[config.mk]
export PLATFORM = sky130hd
export DESIGN_NAME = four_channel_dac_port_decoder
export DESIGN_NICKNAME = d
export VERILOG_FILES = /design/src/hdl/fcdpd_pkg.sv /design/src/hdl/four_channel_dac_port_decoder.sv
export SDC_FILE = /design/constraint.sdc
export NUM_CORES = 1
export LEC_CHECK = 0
export ABC_AREA = 1
export BUFFER_PORTS_ARGS = -buffer_cell sky130_fd_sc_hd__buf_4
export CELL_PAD_IN_SITES_DETAIL_PLACEMENT = 0
export CELL_PAD_IN_SITES_GLOBAL_PLACEMENT = 1
export CORE_MARGIN = 2
export CORE_UTILIZATION = 46
export DETAILED_ROUTE_END_ITERATION = 12
export GPL_TIMING_DRIVEN = 0
export PLACE_DENSITY = 0.92
export SLEW_MARGIN = 25
export SYNTH_ARGS = -nofsm -noshare
export SYNTH_HDL_FRONTEND = slang
export SYNTH_SLANG_ARGS = --single-unit
export TNS_END_PERCENT = 10
[constraint.sdc]
create_clock -name clk -period 7.8 [get_ports clk]
set_input_delay 1.95 -clock clk [delete_from_list [all_inputs] [get_ports clk]]
set_output_delay 1.95 -clock clk [all_outputs]
set_load 0.02 [all_outputs]
[src/hdl/fcdpd_pkg.sv]
package fcdpd_pkg;

  localparam int unsigned LVL_W     = 8;
  localparam int unsigned SUM_W     = 9;
  localparam int unsigned NUM_CH    = 4;
  localparam int unsigned FAM_W     = 7;
  localparam int unsigned CFG_IDX_W = 1;
  localparam int unsigned CFG_DAT_W = 7;
  localparam int unsigned IN_DATA_W = 24;
  localparam int unsigned IN_USER_W = 2;
  localparam int unsigned OUT_DATA_W = 40;
  localparam int unsigned OUT_USER_W = 1;

  localparam logic [LVL_W-1:0] LVL_CENTER = 8'h80;
  localparam logic [FAM_W-1:0] FAM_RESET  = 7'h7f;

  localparam logic [CFG_IDX_W-1:0] CFG_DAC_EN = 1'd0;
  localparam logic [CFG_IDX_W-1:0] CFG_FAM_EN = 1'd1;

  localparam logic [7:0] REG_B  = 8'h2c;
  localparam logic [7:0] REG_AD = 8'h2d;
  localparam logic [7:0] REG_C  = 8'h2e;

  localparam logic [7:0] RD_B     = 8'h80;
  localparam logic [7:0] RD_AD    = 8'h00;
  localparam logic [7:0] RD_C     = 8'h80;
  localparam logic [7:0] RD_OTHER = 8'hff;
  localparam logic [7:0] RD_NONE  = 8'h00;

  localparam logic [7:0] P_1F = 8'h1f;
  localparam logic [7:0] P_0F = 8'h0f;
  localparam logic [7:0] P_4F = 8'h4f;
  localparam logic [7:0] P_5F = 8'h5f;
  localparam logic [7:0] P_F1 = 8'hf1;
  localparam logic [7:0] P_F3 = 8'hf3;
  localparam logic [7:0] P_F9 = 8'hf9;
  localparam logic [7:0] P_FB = 8'hfb;
  localparam logic [7:0] P_3F = 8'h3f;
  localparam logic [7:0] P_B3 = 8'hb3;
  localparam logic [7:0] P_DF = 8'hdf;

  typedef enum logic [1:0] {
    CMD_PORT_WR = 2'd0,
    CMD_REG_WR  = 2'd1,
    CMD_REG_RD  = 2'd2,
    CMD_NOP     = 2'd3
  } cmd_t;

  typedef logic [LVL_W-1:0] lvl_t;

  // channel write mask, bit0 is A
  function automatic logic [NUM_CH-1:0] port_mask(input logic [7:0] a,
                                                  input logic [FAM_W-1:0] f);
    logic to_ad;
    logic to_bc;
    logic [NUM_CH-1:0] m;
    to_ad = (a == P_FB && f[4] && !f[1]) || (a == P_DF && f[6]);
    to_bc = (a == P_B3) && f[5];
    m[0] = to_ad || (a == P_1F && f[0]) || (a == P_F1 && f[1]) || (a == P_3F && f[2]);
    m[1] = to_bc || (a == P_0F && (f[0] || f[3])) || (a == P_F3 && f[1]);
    m[2] = to_bc || (a == P_4F && (f[0] || f[3])) || (a == P_F9 && f[1]);
    m[3] = to_ad || (a == P_5F && (f[0] || f[2])) || (a == P_FB && f[1]);
    return m;
  endfunction

  function automatic logic [NUM_CH-1:0] reg_mask(input logic [7:0] a);
    logic [NUM_CH-1:0] m;
    m = '0;
    case (a)
      REG_B:   m = 4'b0010;
      REG_AD:  m = 4'b1001;
      REG_C:   m = 4'b0100;
      default: m = '0;
    endcase
    return m;
  endfunction

  function automatic logic [7:0] reg_read(input logic [7:0] a);
    logic [7:0] v;
    case (a)
      REG_B:   v = RD_B;
      REG_AD:  v = RD_AD;
      REG_C:   v = RD_C;
      default: v = RD_OTHER;
    endcase
    return v;
  endfunction

endpackage

[src/hdl/four_channel_dac_port_decoder.sv]
// Four-channel 8-bit DAC level keeper. Each transaction on the in_ stream is a port write,
// a register write (0x2C, 0x2D, 0x2E) or a register read, and produces exactly one result
// transaction carrying the selected channel level, the left (A+B) and right (C+D) sums,
// the register-hit flag and the read value. One transaction is taken every clock unless
// out_tready stalls the result register; each passes the input register, then the result
// register, and the input register can take one more while a result waits on out_tready.
// Channels reset to 0x80 with the DAC disabled. Writing 0 to dac_enable recenters all
// channels and blocks writes; configure only while no transaction is in flight.
module four_channel_dac_port_decoder (
  input  logic                                  clk,
  input  logic                                  rst_n,
  input  logic                                  in_tvalid,
  output logic                                  in_tready,
  input  logic [fcdpd_pkg::IN_DATA_W-1:0]       in_tdata,   // address, data, channel_select
  input  logic [fcdpd_pkg::IN_USER_W-1:0]       in_tuser,   // cmd
  output logic                                  out_tvalid,
  input  logic                                  out_tready,
  output logic [fcdpd_pkg::OUT_DATA_W-1:0]      out_tdata,  // selected_level, left_sum,
                                                            // right_sum, read_data
  output logic [fcdpd_pkg::OUT_USER_W-1:0]      out_tuser,  // reg_handled
  input  logic                                  cfg_we,
  input  logic [fcdpd_pkg::CFG_IDX_W-1:0]       cfg_index,
  input  logic [fcdpd_pkg::CFG_DAT_W-1:0]       cfg_data
);

  // input stage
  logic                  s1_valid_r;
  fcdpd_pkg::cmd_t       s1_cmd_r;
  logic [7:0]            s1_addr_r;
  logic [7:0]            s1_data_r;
  logic [1:0]            s1_sel_r;

  // state
  fcdpd_pkg::lvl_t       lvl_r [fcdpd_pkg::NUM_CH];
  fcdpd_pkg::lvl_t       lvl_nxt [fcdpd_pkg::NUM_CH];
  logic                  dac_en_r;
  logic [fcdpd_pkg::FAM_W-1:0] fam_r;

  // result stage
  logic                  out_valid_r;
  logic [fcdpd_pkg::OUT_DATA_W-1:0] out_data_r;
  logic                  out_hit_r;
  logic [fcdpd_pkg::OUT_DATA_W-1:0] out_data_nxt;
  logic                  out_hit_nxt;

  logic                  adv;
  logic [fcdpd_pkg::NUM_CH-1:0] wr_mask;
  logic [7:0]            rd_val;
  logic [fcdpd_pkg::SUM_W-1:0] left_sum;
  logic [fcdpd_pkg::SUM_W-1:0] right_sum;

  assign adv       = !out_valid_r || out_tready;
  assign in_tready = !s1_valid_r || adv;

  always_comb begin
    wr_mask = '0;
    rd_val  = fcdpd_pkg::RD_NONE;
    case (s1_cmd_r)
      fcdpd_pkg::CMD_PORT_WR: begin
        if (dac_en_r) begin
          wr_mask = fcdpd_pkg::port_mask(s1_addr_r, fam_r);
        end
      end
      fcdpd_pkg::CMD_REG_WR: begin
        if (dac_en_r) begin
          wr_mask = fcdpd_pkg::reg_mask(s1_addr_r);
        end
      end
      fcdpd_pkg::CMD_REG_RD: begin
        rd_val = fcdpd_pkg::reg_read(s1_addr_r);
      end
      default: begin
        wr_mask = '0;
      end
    endcase
  end

  always_comb begin
    for (int i = 0; i < fcdpd_pkg::NUM_CH; i++) begin
      lvl_nxt[i] = wr_mask[i] ? s1_data_r : lvl_r[i];
    end
    left_sum  = {1'b0, lvl_nxt[0]} + {1'b0, lvl_nxt[1]};
    right_sum = {1'b0, lvl_nxt[2]} + {1'b0, lvl_nxt[3]};
    out_data_nxt = {6'b0, rd_val, right_sum, left_sum, lvl_nxt[s1_sel_r]};
    out_hit_nxt  = (s1_addr_r == fcdpd_pkg::REG_B) || (s1_addr_r == fcdpd_pkg::REG_AD) ||
                   (s1_addr_r == fcdpd_pkg::REG_C);
  end

  // control and state
  always_ff @(posedge clk) begin
    if (!rst_n) begin
      s1_valid_r  <= 1'b0;
      out_valid_r <= 1'b0;
      dac_en_r    <= 1'b0;
      fam_r       <= fcdpd_pkg::FAM_RESET;
      for (int i = 0; i < fcdpd_pkg::NUM_CH; i++) begin
        lvl_r[i] <= fcdpd_pkg::LVL_CENTER;
      end
    end else begin
      if (in_tready) begin
        s1_valid_r <= in_tvalid;
      end
      if (adv) begin
        out_valid_r <= s1_valid_r;
        if (s1_valid_r) begin
          for (int i = 0; i < fcdpd_pkg::NUM_CH; i++) begin
            lvl_r[i] <= lvl_nxt[i];
          end
        end
      end
      if (cfg_we) begin
        case (cfg_index)
          fcdpd_pkg::CFG_DAC_EN: begin
            dac_en_r <= cfg_data[0];
            if (!cfg_data[0]) begin
              for (int i = 0; i < fcdpd_pkg::NUM_CH; i++) begin
                lvl_r[i] <= fcdpd_pkg::LVL_CENTER;
              end
            end
          end
          fcdpd_pkg::CFG_FAM_EN: begin
            fam_r <= cfg_data[fcdpd_pkg::FAM_W-1:0];
          end
          default: begin
            fam_r <= fam_r;
          end
        endcase
      end
    end
  end

  // payload
  always_ff @(posedge clk) begin
    if (in_tready && in_tvalid) begin
      s1_cmd_r  <= fcdpd_pkg::cmd_t'(in_tuser);
      s1_addr_r <= in_tdata[7:0];
      s1_data_r <= in_tdata[15:8];
      s1_sel_r  <= in_tdata[17:16];
    end
    if (adv && s1_valid_r) begin
      out_data_r <= out_data_nxt;
      out_hit_r  <= out_hit_nxt;
    end
  end

  assign out_tvalid = out_valid_r;
  assign out_tdata  = out_data_r;
  assign out_tuser  = out_hit_r;

endmodule

==> metrics.md <==
| Metric | Value |
|---|---|
| Clk_skew | `0.0134 ns` |
| DR DRC count | `0` |
| CTS Root Cell | `clkbuf_8` |
| PortBufs | `68` |
| Post-synth EDFFs | `65` |
| Lkg Pwr | `0.00260 uW` |
| CP Data Required Time | `a little under 6 ns` |
| Total design power | `approximately 950 uW` |
| First-pass GRT wire length | `17300 microns` |
| Syn avg cell area | `~9.2 sq um` |
| # IOs | `82` |
| Instance count of the mapped netlist | `522` |
| WP data arrival | `about 2.4 ns` |
| DR vias | `roughly 3800` |
| # resized after CTS | `0` |
| Nets | `roughly 660` |
| Worst setup SP type | `primary input` |
| Fin Setup TNS | `0 ns` |
| Largest family of logic cells by synthesized area | `simple AND/OR/NAND/NOR gates` |
| Row count | `37` |
| Post-Synth Simple-Gate Area | `23.4%` |
| Die extent in y | `106 microns` |
| Fmax achieved | `between 200 and 250 MHz` |
| Relative slew slack | `44.4%` |
| Overflow after GRT | `0` |
| Largest cells by area after synthesis | `edfxtp_1 41%, dfxtp_1 11%, nand2_1 8.8%, inv_1 4.6%, ha_1 3.9%` |
| Final HPWL DP | `approximately 8000 microns` |
| Initial antenna violation count | `0` |
| Crit Path Class | `primary input to primary output` |
| Post-synthesis register bit count | `91` |
| Final min period | `4.35 ns` |
| VDD IR max | `0.144 mV` |
| Vias in the first global route | `~3600` |
| First-pass iteration count of the detailed router | `5` |
| Max FO, Critical Path | `3` |
| Mux cell area share after synthesis | `0%` |
| FILL cells | `roughly 920` |
| Dpl cell area | `between 5000 and 6000 sq um` |
| Fin area | `5650 sq um` |
| Hold Path Origin | `lvl_r[0][5]` |
| Initial DRC count | `169` |
| Worst-Margin Slew | `0.832 ns` |
| CTS tree | `done` |
| Async SR Flop Fraction | `0%` |
| Post-synthesis compound-gate area fraction | `between 10 and 15%` |
| Pwr Density | `roughly 170 nW/um^2` |
| Library cells used by synthesis | `42` |
| CTS max path bufs | `2` |
| Ant. Diodes | `0` |
| Pin count of the biggest net entering global routing | `31` |
| Hold buffer count at CTS | `0` |
| Crit path launch | `out_tready` |
| CTS Buf Count | `9` |
| Global Route Usage Sum | `20.0%` |
| Die area | `11200 sq um` |
| Starting Density | `between 40% and 50%` |
| Worst-Skew Late Latency | `0.37 ns` |
| Critical Path Sink Type | `primary output` |
| Status | `complete, no violations` |
| Final number of hold-violating endpoints | `0` |
| Setup violators final | `0` |
| Ratio of cells with drive above 1 in the final layout | `24.4%` |
| HP Class | `register to register` |
| Max-slew violations | `0` |
| Post-synthesis sequential area ratio | `a little over 50%` |
| Max Cap Violations | `0` |
| Ys Warns | `0` |
| H-tree depth | `3` |
| Clock transition at path regs | `~0.080 ns` |
| RSZ-0062 raised after global routing | `no` |
| Dominant cell type by area after synthesis | `edfxtp_1` |
| Routability cong. | `0.850` |
| RR Startpoint | `s1_addr_r[7]` |
| Final wirelength | `~11000 microns` |
| Share of the synthesized area in the top cell type | `approximately two fifths` |
| Die width | `106 microns` |
| Post-CTS Setup Inserts | `0` |
| Post-synthesis xor/xnor area fraction | `about 1.5%` |
| Tcrit/Tclk final | `55.8%` |
| Clk sinks | `91` |
| Vias per cell | `5.03` |
| Avg WL per Cell | `14.1 microns` |
| Core Box Area | `10200 sq um` |
| Adder-Cell Fraction of Synth Area | `4.75%` |
| Final ANT Viol Nets | `0` |
| Synth Cell Area | `between 4000 and 5000 sq um` |
| Dominant synthesized flop cell | `edfxtp_1` |
| Synth-to-layout area growth | `18.0%` |
## Yosys cell counts (4+ instances only)
cell      instances
nand2_1         112
edfxtp_1         65
inv_1            59
o21ai_0          37
nand3_1          35
nor2_1           35
a21oi_1          33
dfxtp_1          26
ha_1             15
buf_4            13
nand2_2          11
nand2_4          10
xor2_1            7
clkbuf_1          6
nand3_2           5
or2_2             5
nor2_2            4
## final timing paths
path	end	slack, ns	cells past startpoint
worst max-delay path	in_tready	3.45	4
worst min-delay path	lvl_r[0][5]	0.47	2
worst max register to register	out_tdata[25]	4.43	17
worst min register to register	lvl_r[0][5]	0.47	2
## logic make-up (layout without fill, tap and decap cells)
family	Yosys count	after routing
flops	91	91
buf+inv	85	169
other cells	1	6
simple gates	229	229
compound gates	91	91
xor+xnor	8	8
fa+ha+maj	17	17
## metal layers
layer | track usage (%) | wire (microns) | up-vias
li1 | - | - | 1899
met1 | 26.9 | 4900 | 1712
met2 | 31.3 | 4720 | 126
met3 | 3.49 | 592 | 23
met4 | 9.68 | 326 | 0
met5 | 0 | 0 | -
## where the power goes
part	switching [uW]	internal, uW	leakage [uW]
combinational	71.7	44.1	0.00168
clock	166	116	0.0000726
sequential	13.3	543	0.000842
## cell usage in the layout (no fill, tap or decap), types with 6 or more instances in the layout
| master | Yosys | layout |
|---|---|---|
| a21oi_1 | 33 | 33 |
| buf_4 | 13 | 81 |
| clkbuf_1 | 6 | 9 |
| clkbuf_8 | 0 | 9 |
| conb_1 | 1 | 6 |
| dfxtp_1 | 26 | 26 |
| edfxtp_1 | 65 | 65 |
| ha_1 | 15 | 15 |
| inv_1 | 59 | 58 |
| nand2_1 | 112 | 112 |
| nand2_2 | 11 | 11 |
| nand2_4 | 10 | 10 |
| nand3_1 | 35 | 35 |
| nor2_1 | 35 | 35 |
| o21ai_0 | 37 | 37 |
| xor2_1 | 7 | 7 |
## state kept, by name, summed over array words and instances, names as in the netlist
signal	flops
lvl_r	32
dac_en_r	1
s1_cmd_r	2
s1_addr_r	8
s1_valid_r	1
out_tvalid	1
s1_sel_r	2
s1_data_r	8
out_tdata	28
out_tuser	1
fam_r	7
## metrics by stage
step / hold WS (ns) / worst slack (ns) / util, % / cells
after global routing: 0.508 / 3.39 / 55.3 / 747
after global placement: 0.438 / 3.39 / 53.7 / 731
final: 0.470 / 3.45 / 55.3 / 747
after detailed placement: 0.446 / 3.45 / 53.7 / 731
after floorplan: 0.423 / 3.65 / - / 527
after CTS: 0.470 / 3.45 / 55.3 / 747
## area by class of cell
| cell class | count | area (sq um) | share of cell area, % |
|---|---|---|---|
| multi-input cells | 351 | 1960 | 34.7 |
| plain buffers | 20 | 125 | 2.21 |
| well taps | 136 | 170 | 3.01 |
| inverters | 65 | 249 | 4.40 |
| clock inverters | 4 | 27.5 | 0.487 |
| repair buffers | 68 | 510 | 9.03 |
| clock buffers | 12 | 135 | 2.39 |
| flip-flops and latches | 91 | 2470 | 43.7 |
## critical path, cell delays in order
cell	delay, ns
buf_4	0.11
inv_1	0.06
nand3_1	0.11
buf_4	0.18
No activity file was read; power rests on OpenSTA's default activity.
